$ cat src/rtl/core/color_blend_mode_mixer_macros.svh
// Assertion macros for the color blend mixer.
// No dependencies; included by files that carry concurrent assertions.
`ifndef COLOR_BLEND_MODE_MIXER_MACROS_SVH
`define COLOR_BLEND_MODE_MIXER_MACROS_SVH

// Same-cycle implication, disabled while in reset.
`define CBM_ASSERT_IMPL(name, clk_s, rst_s, ante, cons) \
	name: assert property (@(posedge clk_s) disable iff (!rst_s) (ante) |-> (cons)) \
		else $error("cbm property violated");

// Next-cycle implication, disabled while in reset.
`define CBM_ASSERT_NEXT(name, clk_s, rst_s, ante, cons) \
	name: assert property (@(posedge clk_s) disable iff (!rst_s) (ante) |=> (cons)) \
		else $error("cbm property violated");

`endif

$ cat src/rtl/core/cbm_pkg.sv
// Shared types and constants of the color blend mixer.
// No dependencies; imported by the queue, the front, the back and the top level.
package cbm_pkg;

	localparam int unsigned CHANNELS = 3;

	// Field slots of one queue entry.
	localparam int unsigned ENT_FACTOR   = 0;
	localparam int unsigned ENT_BASE_R   = 1;
	localparam int unsigned ENT_ALPHA    = 4;
	localparam int unsigned ENT_BLEND_R  = 5;
	localparam int unsigned ENT_VMAX     = 8;
	localparam int unsigned ENT_BMAX     = 9;
	localparam int unsigned ENTRY_FIELDS = 10;

	localparam int unsigned QUEUE_DEPTH = 4;
	localparam int unsigned QUEUE_AW    = 2;

	typedef struct packed {
		logic full;
		logic empty;
	} q_stat_t;

endpackage

$ cat src/rtl/core/cbm_queue.sv
// Four-entry transaction queue between the front and the back.
// Depends on cbm_pkg.
module cbm_queue import cbm_pkg::*; #(
	parameter int unsigned W = 16
) (
	input  logic                           clk,
	input  logic                           arst_n,
	input  logic                           push,
	input  logic [ENTRY_FIELDS-1:0][W-1:0] push_entry,
	input  logic                           pop,
	output logic [ENTRY_FIELDS-1:0][W-1:0] pop_entry,
	output q_stat_t                        stat
);
	logic [ENTRY_FIELDS-1:0][W-1:0] slot_q [QUEUE_DEPTH];
	logic [QUEUE_AW:0]              wr_q;
	logic [QUEUE_AW:0]              rd_q;

	always_ff @(posedge clk or negedge arst_n) begin
		if (!arst_n) begin
			wr_q <= '0;
			rd_q <= '0;
		end else begin
			if (push) begin
				wr_q <= wr_q + (QUEUE_AW+1)'(1);
			end
			if (pop) begin
				rd_q <= rd_q + (QUEUE_AW+1)'(1);
			end
		end
	end

	always_ff @(posedge clk) begin
		if (push) begin
			slot_q[wr_q[QUEUE_AW-1:0]] <= push_entry;
		end
	end

	assign pop_entry  = slot_q[rd_q[QUEUE_AW-1:0]];
	assign stat.empty = (wr_q == rd_q);
	assign stat.full  = (wr_q[QUEUE_AW] != rd_q[QUEUE_AW]) &&
		(wr_q[QUEUE_AW-1:0] == rd_q[QUEUE_AW-1:0]);
endmodule

$ cat config.mk
export PLATFORM = sky130hd
export DESIGN_NAME = cbm_queue
export DESIGN_NICKNAME = d
export VERILOG_FILES = /design/src/rtl/core/color_blend_mode_mixer_macros.svh /design/src/rtl/core/cbm_pkg.sv /design/src/rtl/core/cbm_queue.sv
export SDC_FILE = /design/constraint.sdc
export NUM_CORES = 1
export LEC_CHECK = 0
export ABC_AREA = 1
export BUFFER_PORTS_ARGS = -buffer_cell sky130_fd_sc_hd__buf_2
export CAP_MARGIN = 5
export CORE_UTILIZATION = 40
export DETAILED_ROUTE_END_ITERATION = 12
export PLACE_DENSITY = 0.67
export SKIP_CTS_REPAIR_TIMING = 1
export SYNTH_ARGS = -nofsm -noshare
export SYNTH_HDL_FRONTEND = slang
export SYNTH_SLANG_ARGS = --single-unit
$ cat constraint.sdc
create_clock -name clk -period 4.15 [get_ports clk]
set_clock_uncertainty 0.15 [all_clocks]
set_input_delay 0.83 -clock clk [delete_from_list [all_inputs] [get_ports clk]]
set_output_delay 0.83 -clock clk [all_outputs]
set_load 0.02 [all_outputs]
==> results.ini <==
[outcome]
status=completed

[die]
initial_core_util_pct=40.5
fp.dieW_um=254
die_h_um=254
core_sq_mm=0.0630
design.die.area_sq_mm=0.0647
pin_count=326
num_rows=92

[setup_path]
r2r_start=wr_q[0]$_DFFE_PN0P_
cp.arrival_ps=2400
r2r_cells=6
criticalPathCategory=reg2out
r2r_setup_slack_ps=1540
critical_path.reg2reg.endpoint=slot_q[0][18]$_DFFE_PP_
worstPathMaxFanout=55
worstPathRequired_ps=3170
worstSetupStartpointType=flip-flop
cp-end-kind=output port

[grt]
track_usage_pct=15.9
antenna_found_initial=16
grt_max_degree=163
grt_overflow=0
grt_pass1_vias=14635
grt_pass1_wl_um=79300

[sta]
slew_headroom_pct=29.1
timing.fmax_mhz=296
final-max-slew-violation-count=0
worst_slew_pin_slew_ps=1060
finalCriticalPeriod_ps=3380
setup_viol=0
fin_crit_sh_pct=81.4
rsz0062_at_grt=no
finalSetupTns_ps=0
hold_viol_final=0

[logic_synthesis]
ys_warn_count=0
synth_area_sq_mm=0.0255
synth-compound-area-share_pct=9.47
synth_top_family_by_area=compound AO/OA/AOI/OAI gates
synthXorXnorAreaFrac_pct=0.206
yosysSeqAreaShare_pct=76.0
synthesis.nets=2077
synth_fa_ha_area_share_pct=0.246
syn-instance-count=1908
yosys.area_share.simple_pct=7.26
synthDistinctLibCells=16
ys_ff_latch=646
avgSynthCellArea_sq_um=13.4
muxShareOfSynthArea_pct=0

[cells_and_area]
nets=2400
n_fill_cell=5395
area_growth_pct=18.5
postLayoutCellArea_sq_mm=0.0302
drive_above_1_share_pct=20.1

[routing]
wl_um=52800
drt-initial-drc-count=771
drt-pass1-iter-count=5
drc=0
drtAntennaViolNets=0
vias=15006
wire_per_inst_um=16.8
vias_per_cell=4.79

[power_and_ir_drop]
p_leak_nw=11.9
power_density_mw_per_mm2=750
peakVddDrop_mv=0.519

[placed_design]
place_hpwl_um=30700
portBuffers=325
place_area_sq_mm=0.0281
gp_congestion=0.735

[worst_hold_path]
holdPathStages=1
holdPathEnd=slot_q[1][48]$_DFFE_PP_
hp-start=push_entry[48]
hp-class=in2reg

[clock_tree]
htreeDepth=3
clk_latency_ps=570
clock_path_buffers=3
cts_tree=done
numCtsBuffers=69
cts.clk_slew.worst_paths_ps=60
cts_sinks=646
cts-root-buf=clkbuf_16

[run]
cap_violations=0

registers in the layout, indices dropped and copies added, names as in the netlist:
signal	count
slot_q	640
rd_q	3
wr_q	3
Yosys cell counts (all sizes together):
library cell | number | share of area [%]
buf | 73 | 1.4
inv | 329 | 4.8
edfxtp | 640 | 75
o211ai | 320 | 9.4
nor2 | 2 | 0.029
o21ai | 2 | 0.039
ha | 5 | 0.25
dfrtp | 6 | 0.59
xor2 | 3 | 0.10
xnor2 | 3 | 0.10
clkbuf | 34 | 0.50
nand2 | 491 | 7.2
power breakdown:
part           total, W  switching (W)  internal (W)  leakage, nW
Sequential      0.00888       0.000339       0.00854         5.95
Combinational   0.00802        0.00568       0.00234         4.96
Clock           0.00573        0.00236       0.00337         1.02
Total            0.0226        0.00838        0.0142         11.9
critical path: stages (launching register included):
cell	delay (ps)
dfrtp_4	510
inv_6	450
buf_4	410
o211ai_1	160
nand2_1	120
buf_2	180
worst max path at each step:
| stage | cells after the start | slack [ps] | end | start |
|---|---|---|---|---|
| finish | 5 | 770 | pop_entry[38] | rd_q[1]$_DFFE_PN0P_ |
| floorplan | 3 | 100 | slot_q[3][0]$_DFFE_PP_ | push |
| CTS | 4 | 660 | pop_entry[47] | rd_q[0]$_DFFE_PN0P_ |
| global route | 5 | 580 | pop_entry[47] | rd_q[0]$_DFFE_PN0P_ |
| detailed placement | 5 | 1130 | slot_q[3][21]$_DFFE_PP_ | push |
| global placement | 5 | 1140 | slot_q[3][44]$_DFFE_PP_ | push |
cell families (layout without fill, tap and decap cells):
group,Yosys count,count (layout)
other cells,0,9
simple gates,493,493
compound gates,322,322
xor+xnor,6,6
flops,646,646
fa+ha+maj,5,5
buf+inv,436,806
cells in the final DEF (no fill, tap or decap):
| cell type | n |
|---|---|
| buf_2 | 325 |
| dfrtp_4 | 2 |
| o21ai_1 | 1 |
| inv_1 | 324 |
| buf_4 | 24 |
| nand2_1 | 491 |
| o21ai_0 | 1 |
| clkinvlp_4 | 7 |
| ha_1 | 5 |
| clkbuf_1 | 17 |
| o211ai_1 | 320 |
| dfrtp_1 | 4 |
| inv_6 | 5 |
| nor2_1 | 2 |
| diode_2 | 9 |
| buf_12 | 9 |
| bufinv_16 | 5 |
| clkinv_1 | 7 |
| xor2_1 | 3 |
| dlygate4sd3_1 | 1 |
| xnor2_1 | 3 |
| edfxtp_1 | 640 |
| clkinv_2 | 13 |
| clkbuf_16 | 69 |
metal layers:
metal	part of all wire [%]	global-route usage (%)
met1	40	18.7
met2	50	27.1
met3	7.0	5.30
met4	2.1	5.78
met5	0.20	0
area by class of cell:
cell class,count,area (sq um),share of cell area (%)
antenna,9,22.5,0.0746
clock buffer,86,1790,5.93
clock inverter,32,299,0.991
inverter,329,1250,4.16
multi-input combinational,826,4380,14.5
sequential,646,19400,64.2
tap,846,1060,3.51
timing repair buffer,359,2000,6.62
metrics by stage:
step	setup slack (ps)	power [W]	hold slack (ps)	instances	util (%)
5_1_grt	579	0.0239	272	3131	47.9
3_3_place_gp	1140	0.0170	354	3005	44.6
3_5_place_dp	1130	0.0172	346	3005	44.6
2_1_floorplan	101	0.0144	317	1908	-
4_1_cts	656	0.0230	-103	3123	47.9
6_report	771	0.0226	312	3133	47.9
Note: power is estimated with default switching activity, not from simulation.
