$ cat src/rtl/core/color_blend_mode_mixer_macros.svh
// Assertion macros for the color blend mixer.
// No dependencies; included by files that carry concurrent assertions.
`ifndef COLOR_BLEND_MODE_MIXER_MACROS_SVH
`define COLOR_BLEND_MODE_MIXER_MACROS_SVH

// Same-cycle implication, disabled while in reset.
`define CBM_ASSERT_IMPL(name, clk_s, rst_s, ante, cons) \
	name: assert property (@(posedge clk_s) disable iff (!rst_s) (ante) |-> (cons)) \
		else $error("cbm property violated");

// Next-cycle implication, disabled while in reset.
`define CBM_ASSERT_NEXT(name, clk_s, rst_s, ante, cons) \
	name: assert property (@(posedge clk_s) disable iff (!rst_s) (ante) |=> (cons)) \
		else $error("cbm property violated");

`endif

$ cat src/rtl/core/cbm_pkg.sv
// Shared types and constants of the color blend mixer.
// No dependencies; imported by the queue, the front, the back and the top level.
package cbm_pkg;

	localparam int unsigned CHANNELS = 3;

	// Field slots of one queue entry.
	localparam int unsigned ENT_FACTOR   = 0;
	localparam int unsigned ENT_BASE_R   = 1;
	localparam int unsigned ENT_ALPHA    = 4;
	localparam int unsigned ENT_BLEND_R  = 5;
	localparam int unsigned ENT_VMAX     = 8;
	localparam int unsigned ENT_BMAX     = 9;
	localparam int unsigned ENTRY_FIELDS = 10;

	localparam int unsigned QUEUE_DEPTH = 4;
	localparam int unsigned QUEUE_AW    = 2;

	typedef struct packed {
		logic full;
		logic empty;
	} q_stat_t;

endpackage

$ cat src/rtl/core/cbm_if.sv
// Valid/ready channel interfaces of the color blend mixer: pixel in, result out.
// No dependencies.
interface cbm_pixel_if #(
	parameter int unsigned W = 16
) ();
	logic         valid;
	logic         ready;
	logic [W-1:0] factor;
	logic [W-1:0] base_red;
	logic [W-1:0] base_green;
	logic [W-1:0] base_blue;
	logic [W-1:0] base_alpha;
	logic [W-1:0] blend_red;
	logic [W-1:0] blend_green;
	logic [W-1:0] blend_blue;
	logic [W-1:0] blend_alpha;

	modport source (
		output valid, factor, base_red, base_green, base_blue, base_alpha,
		output blend_red, blend_green, blend_blue, blend_alpha,
		input  ready
	);
	modport sink (
		input  valid, factor, base_red, base_green, base_blue, base_alpha,
		input  blend_red, blend_green, blend_blue, blend_alpha,
		output ready
	);
endinterface


$ cat src/rtl/core/cbm_div_maxv.sv
// Divide by the full-scale code 2^W-1 (floor) with a reciprocal estimate
// and one correction step. No dependencies.
module cbm_div_maxv #(
	parameter int unsigned W = 16
) (
	input  logic [2*W-1:0] x,
	output logic [W-1:0]   q
);
	localparam logic [W-1:0] MAXV = '1;

	logic [2*W:0] acc;
	logic [W:0]   q0;
	logic [2*W:0] rem;

	// q0 is floor(x/MAXV) or one below it
	assign acc = {1'b0, x} + (2*W+1)'(x[2*W-1:W]);
	assign q0  = acc[2*W:W];
	assign rem = {1'b0, x} - {q0, {W{1'b0}}} + (2*W+1)'(q0);
	assign q   = (rem >= (2*W+1)'(MAXV)) ? q0[W-1:0] + W'(1) : q0[W-1:0];
endmodule

$ cat src/rtl/core/cbm_front.sv
// Front: accepts pixels, applies alpha multiply, finds channel extremes and
// classifies gray blend colors. Depends on cbm_pkg, cbm_if, cbm_div_maxv.
module cbm_front import cbm_pkg::*; #(
	parameter int unsigned W = 16
) (
	input  logic                           clk,
	input  logic                           arst_n,
	input  logic                           alpha_multiply,
	cbm_pixel_if.sink                      pixel,
	input  q_stat_t                        q_stat,
	output logic                           q_push,
	output logic [ENTRY_FIELDS-1:0][W-1:0] q_entry
);
	localparam logic [W-1:0]   MAXV = '1;
	localparam logic [2*W-1:0] HALF = (2*W)'(MAXV >> 1);

	logic adv;
	logic v_s1;
	logic v_s2;

	logic [W-1:0]   vmax_c;
	logic [W-1:0]   bmax_c;
	logic [W-1:0]   bmin_c;
	logic [2*W-1:0] am_prod_c;

	logic [2*W-1:0]           am_prod_s1;
	logic [W-1:0]             factor_s1;
	logic [W-1:0]             alpha_s1;
	logic [W-1:0]             vmax_s1;
	logic [W-1:0]             bmax_s1;
	logic                     pass_s1;
	logic [CHANNELS-1:0][W-1:0] base_s1;
	logic [CHANNELS-1:0][W-1:0] blend_s1;

	logic [2*W-1:0] am_x;
	logic [W-1:0]   am_f;
	logic [W-1:0]   f_c;

	logic [ENTRY_FIELDS-1:0][W-1:0] entry_s2;

	always_comb begin
		vmax_c = (pixel.base_red > pixel.base_green) ? pixel.base_red : pixel.base_green;
		if (pixel.base_blue > vmax_c) begin
			vmax_c = pixel.base_blue;
		end
		bmax_c = (pixel.blend_red > pixel.blend_green) ? pixel.blend_red : pixel.blend_green;
		if (pixel.blend_blue > bmax_c) begin
			bmax_c = pixel.blend_blue;
		end
		bmin_c = (pixel.blend_red < pixel.blend_green) ? pixel.blend_red : pixel.blend_green;
		if (pixel.blend_blue < bmin_c) begin
			bmin_c = pixel.blend_blue;
		end
	end

	assign am_prod_c = pixel.factor * pixel.blend_alpha;

	assign adv         = ~v_s2 | ~q_stat.full;
	assign pixel.ready = adv;
	assign q_push      = v_s2 & ~q_stat.full;
	assign q_entry     = entry_s2;

	always_ff @(posedge clk or negedge arst_n) begin
		if (!arst_n) begin
			v_s1 <= 1'b0;
			v_s2 <= 1'b0;
		end else if (adv) begin
			v_s1 <= pixel.valid;
			v_s2 <= v_s1;
		end
	end

	always_ff @(posedge clk) begin
		if (adv) begin
			am_prod_s1  <= am_prod_c;
			factor_s1   <= pixel.factor;
			alpha_s1    <= pixel.base_alpha;
			vmax_s1     <= vmax_c;
			bmax_s1     <= bmax_c;
			pass_s1     <= (bmax_c == bmin_c);
			base_s1[0]  <= pixel.base_red;
			base_s1[1]  <= pixel.base_green;
			base_s1[2]  <= pixel.base_blue;
			blend_s1[0] <= pixel.blend_red;
			blend_s1[1] <= pixel.blend_green;
			blend_s1[2] <= pixel.blend_blue;
		end
	end

	assign am_x = am_prod_s1 + HALF;

	cbm_div_maxv #(.W(W)) u_am_div (
		.x (am_x),
		.q (am_f)
	);

	// zero factor on a gray blend color returns the base color exactly
	always_comb begin
		if (pass_s1) begin
			f_c = '0;
		end else if (alpha_multiply) begin
			f_c = am_f;
		end else begin
			f_c = factor_s1;
		end
	end

	always_ff @(posedge clk) begin
		if (adv) begin
			entry_s2[ENT_FACTOR] <= f_c;
			entry_s2[ENT_ALPHA]  <= alpha_s1;
			entry_s2[ENT_VMAX]   <= vmax_s1;
			entry_s2[ENT_BMAX]   <= bmax_s1;
			for (int c = 0; c < CHANNELS; c++) begin
				entry_s2[ENT_BASE_R + c]  <= base_s1[c];
				entry_s2[ENT_BLEND_R + c] <= blend_s1[c];
			end
		end
	end
endmodule

$ cat src/flat_wrapper.sv
// flat-port wrapper written by rule: the top's interface ports become plain ports
module cbm_front_flat import cbm_pkg::*;
#(
	parameter int unsigned W = 16
)
  (clk, arst_n, alpha_multiply, q_stat, q_push, q_entry, pixel_valid, pixel_factor, pixel_base_red, pixel_base_green, pixel_base_blue, pixel_base_alpha, pixel_blend_red, pixel_blend_green, pixel_blend_blue, pixel_blend_alpha, pixel_ready);
  cbm_pixel_if #(.W(W)) pixel_i ();
  input  logic clk;
  input  logic arst_n;
  input  logic alpha_multiply;
  input  q_stat_t q_stat;
  output logic q_push;
  output logic [ENTRY_FIELDS-1:0][W-1:0] q_entry;
  input wire logic [$bits(pixel_i.valid)-1:0] pixel_valid;
  input wire logic [$bits(pixel_i.factor)-1:0] pixel_factor;
  input wire logic [$bits(pixel_i.base_red)-1:0] pixel_base_red;
  input wire logic [$bits(pixel_i.base_green)-1:0] pixel_base_green;
  input wire logic [$bits(pixel_i.base_blue)-1:0] pixel_base_blue;
  input wire logic [$bits(pixel_i.base_alpha)-1:0] pixel_base_alpha;
  input wire logic [$bits(pixel_i.blend_red)-1:0] pixel_blend_red;
  input wire logic [$bits(pixel_i.blend_green)-1:0] pixel_blend_green;
  input wire logic [$bits(pixel_i.blend_blue)-1:0] pixel_blend_blue;
  input wire logic [$bits(pixel_i.blend_alpha)-1:0] pixel_blend_alpha;
  output wire logic [$bits(pixel_i.ready)-1:0] pixel_ready;
  assign pixel_i.valid = pixel_valid;
  assign pixel_i.factor = pixel_factor;
  assign pixel_i.base_red = pixel_base_red;
  assign pixel_i.base_green = pixel_base_green;
  assign pixel_i.base_blue = pixel_base_blue;
  assign pixel_i.base_alpha = pixel_base_alpha;
  assign pixel_i.blend_red = pixel_blend_red;
  assign pixel_i.blend_green = pixel_blend_green;
  assign pixel_i.blend_blue = pixel_blend_blue;
  assign pixel_i.blend_alpha = pixel_blend_alpha;
  assign pixel_ready = pixel_i.ready;
  cbm_front #(.W(W)) u_core (.clk(clk), .arst_n(arst_n), .alpha_multiply(alpha_multiply), .pixel(pixel_i), .q_stat(q_stat), .q_push(q_push), .q_entry(q_entry));
endmodule
$ cat config.mk
export PLATFORM = sky130hd
export DESIGN_NAME = cbm_front_flat
export DESIGN_NICKNAME = d
export VERILOG_FILES = /design/src/rtl/core/color_blend_mode_mixer_macros.svh /design/src/rtl/core/cbm_pkg.sv /design/src/rtl/core/cbm_if.sv /design/src/rtl/core/cbm_div_maxv.sv /design/src/rtl/core/cbm_front.sv /design/src/flat_wrapper.sv
export SDC_FILE = /design/constraint.sdc
export NUM_CORES = 1
export LEC_CHECK = 0
export BUFFER_PORTS_ARGS = -buffer_cell sky130_fd_sc_hd__buf_2
export CAP_MARGIN = 20
export CORE_AREA = 2 2 203 254
export CTS_CLUSTER_DIAMETER = 40
export DETAILED_ROUTE_END_ITERATION = 7
export DIE_AREA = 0 0 205 256
export PLACE_DENSITY = 0.84
export RECOVER_POWER = 100
export SYNTH_ARGS = -nofsm -noshare
export SYNTH_HDL_FRONTEND = slang
export SYNTH_SLANG_ARGS = --single-unit
$ cat constraint.sdc
create_clock -name clk -period 21.8 [get_ports clk]
set_input_delay 4.36 -clock clk [delete_from_list [all_inputs] [get_ports clk]]
set_output_delay 4.36 -clock clk [all_outputs]
set_load 0.05 [all_outputs]
==> impl_metrics.toml <==
[clocking]
root_buffer = "clkbuf_16"
post_cts_buffers = 0
cts-resized-gates = 0
clkTransAtPathRegs_ns = 0.07
htree_num_levels = 2
clockBufferDepth = 3
clock_latency_ns = 0.56
cts_tree = "built"
cts.sink_count = 355
cts_buffers = 36
hold_buffers = 0

[final_layout]
regArea_sq_um = 10700
nNetsFinal = 3291
final_cells = 3375
multiInputGateArea_sq_um = 14400
layout-drive-gt1-share_pct = 4.72
areaGrowthSynthToFinish_pct = 11.3
fillers = 4152

[power_and_ir_drop]
comb_power_share_pct = 64.6
p_per_area_nw_per_um2 = 159
p_leak_nw = 13.1
p_seq_share_pct = 22.0
p_sw_share_pct = 46.4
power.switching_mw = 2.19
p_total_mw = 4.73
power_frac_clock_pct = 13.3
cellInternalPower_mw = 2.54
peakVddDrop_v = 0.000133

[sta]
finalCritPeriodShare_pct = 56.9
fin_setup_tns_ns = 0
min_period_ns = 12.41
skew_ns = 0.0381
setup_violations = 0
hold_viol = 0
setup_ws_ns = 9.39
slew-limit-headroom_pct = -174
rsz0062_at_grt = "false"
worst_pin_slew_ns = 4.11
max_freq_ghz = 0.0806
maxSlewViolCount = 382

[global_routing]
grt.overflow.total = 0
grt_pass1_vias = 20200
grt_pass1_wl_mm = 106
antenna_found_initial = 5
grtUsageTotal_pct = 25.7
grt_max_degree = 83

[die]
core-area_sq_um = 50200
dieWidth_microns = 205
pin_count = 312
die_h_microns = 256
rows = 92
start_util_pct = 53.3
die_area_sq_um = 52500

[worst_hold_path]
hold_path.startpoint = "u_core.vmax_s1[6]"
holdCritPathClass = "flip-flop to flip-flop"
hold_end = "u_core.q_entry[134]"
hold_depth = 0

[yosys]
synth-seq-cells = 355
synth_cells = 2395
synth_nets = 3001
yosysUniqueCellTypes = 75
ys_async_sr_fraction_pct = 0.563
synth-edff-count = 353
postSynthAreaPerCell_sq_um = 11.2
synth.yosys.seq_area_share_pct = 39.8
synthFlopType = "edfxtp_1"
syn_area_sq_um = 26800
synth_warnings = 0

[worst_setup_path]
worstPathRequired_ns = 21.88
r2r_slack_ns = 10.89
cp-end-kind = "flip-flop"
r2r_end = "u_core.q_entry[5]"
r2r_start = "u_core.am_prod_s1[0]"
critPathLaunchType = "input pin"
crit_arrival_ns = 12.49
path_class = "input pin to flip-flop"
cp_max_fo = 16
reg2reg_depth = 32
cp-startpoint = "pixel_base_green[1]"

[drt]
drt_iter0_markers = 1163
drt_wl_total_mm = 67.8
drc_errors = 0
wl_per_cell_microns = 20.1
vias_per_cell = 5.73
firstDrtPassIters = 5
dr_total_vias = 19300
drt.antenna.violating_nets = 0

[status]
violations = "capacitance limit, slew limit"
outcome = "finished with violations"

[placement]
pre_cts_slack_ns = 10.85
dp_hpwl_mm = 53.0
dp_cells = 3303
io_buffers = 310
finalWeightedCongestion = 0.953

[flow_run]
max_cap_violations = 6
kinds of logic (layout without fill, tap and decap cells):
group,count (synthesis),count (layout),share of synthesized area (%)
buf+inv,441,758,6.20
xor+xnor,101,101,3.30
compound gates,326,326,8.51
mux,101,101,3.88
other cells,0,5,0
flops,355,355,39.8
simple gates,615,615,11.6
fa+ha+maj,456,456,26.8
metal layers:
metal / GRT usage, % / wire length [microns] / up-vias
li1: - / - / 8862
met1: 29.7 / 24900 / 9356
met2: 46.1 / 34200 / 891
met3: 3.21 / 4540 / 239
met4: 13.6 / 4120 / 0
met5: 0 / 0 / -
metrics by stage:
| stage | hold slack [ns] | util, % | instance area (sq um) |
|---|---|---|---|
| 6_report | 0.396 | 59.3 | 29800 |
| 5_1_grt | 0.415 | 59.3 | 29800 |
| 4_1_cts | 0.396 | 60.2 | 30200 |
| 3_5_place_dp | 0.405 | 57.7 | 29000 |
| 3_3_place_gp | 0.401 | 57.7 | 29000 |
| 2_1_floorplan | 0.400 | - | 26800 |
power by group through the flow:
| stage | Sequential, mW | Combinational (mW) | Clock [mW] |
|---|---|---|---|
| floorplan | 1.20 | 2.17 | 0 |
| finish | 1.04 | 3.06 | 0.630 |
| CTS | 1.03 | 3.05 | 0.639 |
| global route | 1.05 | 3.41 | 0.668 |
| global placement | 1.04 | 2.95 | 0 |
| detailed placement | 1.05 | 3.03 | 0 |
worst max-delay path: stages:
cell and delay, ns:
clkbuf_1 0.12, inv_1 0.06, ha_1 0.31, nor2b_1 0.14, o21a_1 0.16, o21a_1 0.17, o21a_1 0.17, o21a_1 0.16
o21a_1 0.18, o21ai_0 0.24, a21oi_1 0.12, o31ai_1 0.77, clkbuf_1 0.82, mux2i_1 0.34, ha_1 0.30, a21o_1 0.16
a21oi_1 0.14, nor2b_1 0.06, o21ai_0 0.15, nand2b_1 0.08, a21oi_1 0.23, a21boi_0 0.15, o31ai_1 2.44, mux2i_1 0.64
cell usage in the layout (no fill, tap or decap), drive strengths merged, types with 71 or more instances in the layout:
master,count
inv,376
edfxtp,353
clkbuf,321
ha,262
nand2,229
fa,194
and2,100
a21oi,82
mux2i,80
nor2,71
cells in the mapped netlist, types with 45 or more instances:
cell	number	share of area, %
a21oi_1	82	1.5
and2_1	100	2.3
clkbuf_1	62	0.87
edfxtp_1	353	40
fa_1	194	15
ha_1	262	12
inv_1	372	5.2
mux2i_1	80	3.0
nand2_1	229	3.2
nor2_1	71	1.0
o21ai_0	45	0.84
xnor2_1	55	1.8
xor2_1	46	1.5
registers in the layout (all words and copies together) (netlist names):
signal	count
u_core.alpha_s1	16
u_core.am_prod_s1	32
u_core.base_s1	48
u_core.blend_s1	48
u_core.bmax_s1	16
u_core.factor_s1	16
u_core.pass_s1	1
u_core.q_entry	160
u_core.v_s1	1
u_core.v_s2	1
u_core.vmax_s1	16
cell type report:
type / count / area share (%)
antenna: 5 / 0.0420
clock buffer: 38 / 3.05
clock inverter: 27 / 1.11
inverter: 373 / 4.70
multi-input combinational: 1599 / 48.3
sequential: 355 / 35.8
tap: 658 / 2.76
timing repair buffer: 320 / 4.25
worst max-delay path by stage:
stage                                       end  slack [ns]  cells past startpoint
after floorplan                     pixel_ready        5.33                      1
after global placement    u_core.am_prod_s1[31]       11.00                     24
after detailed placement  u_core.am_prod_s1[31]       10.85                     24
after CTS                     u_core.q_entry[5]       11.33                     32
after global routing          u_core.vmax_s1[2]        8.56                      4
final                        u_core.vmax_s1[14]        9.39                     24
No activity file was read; power rests on OpenSTA's default activity.
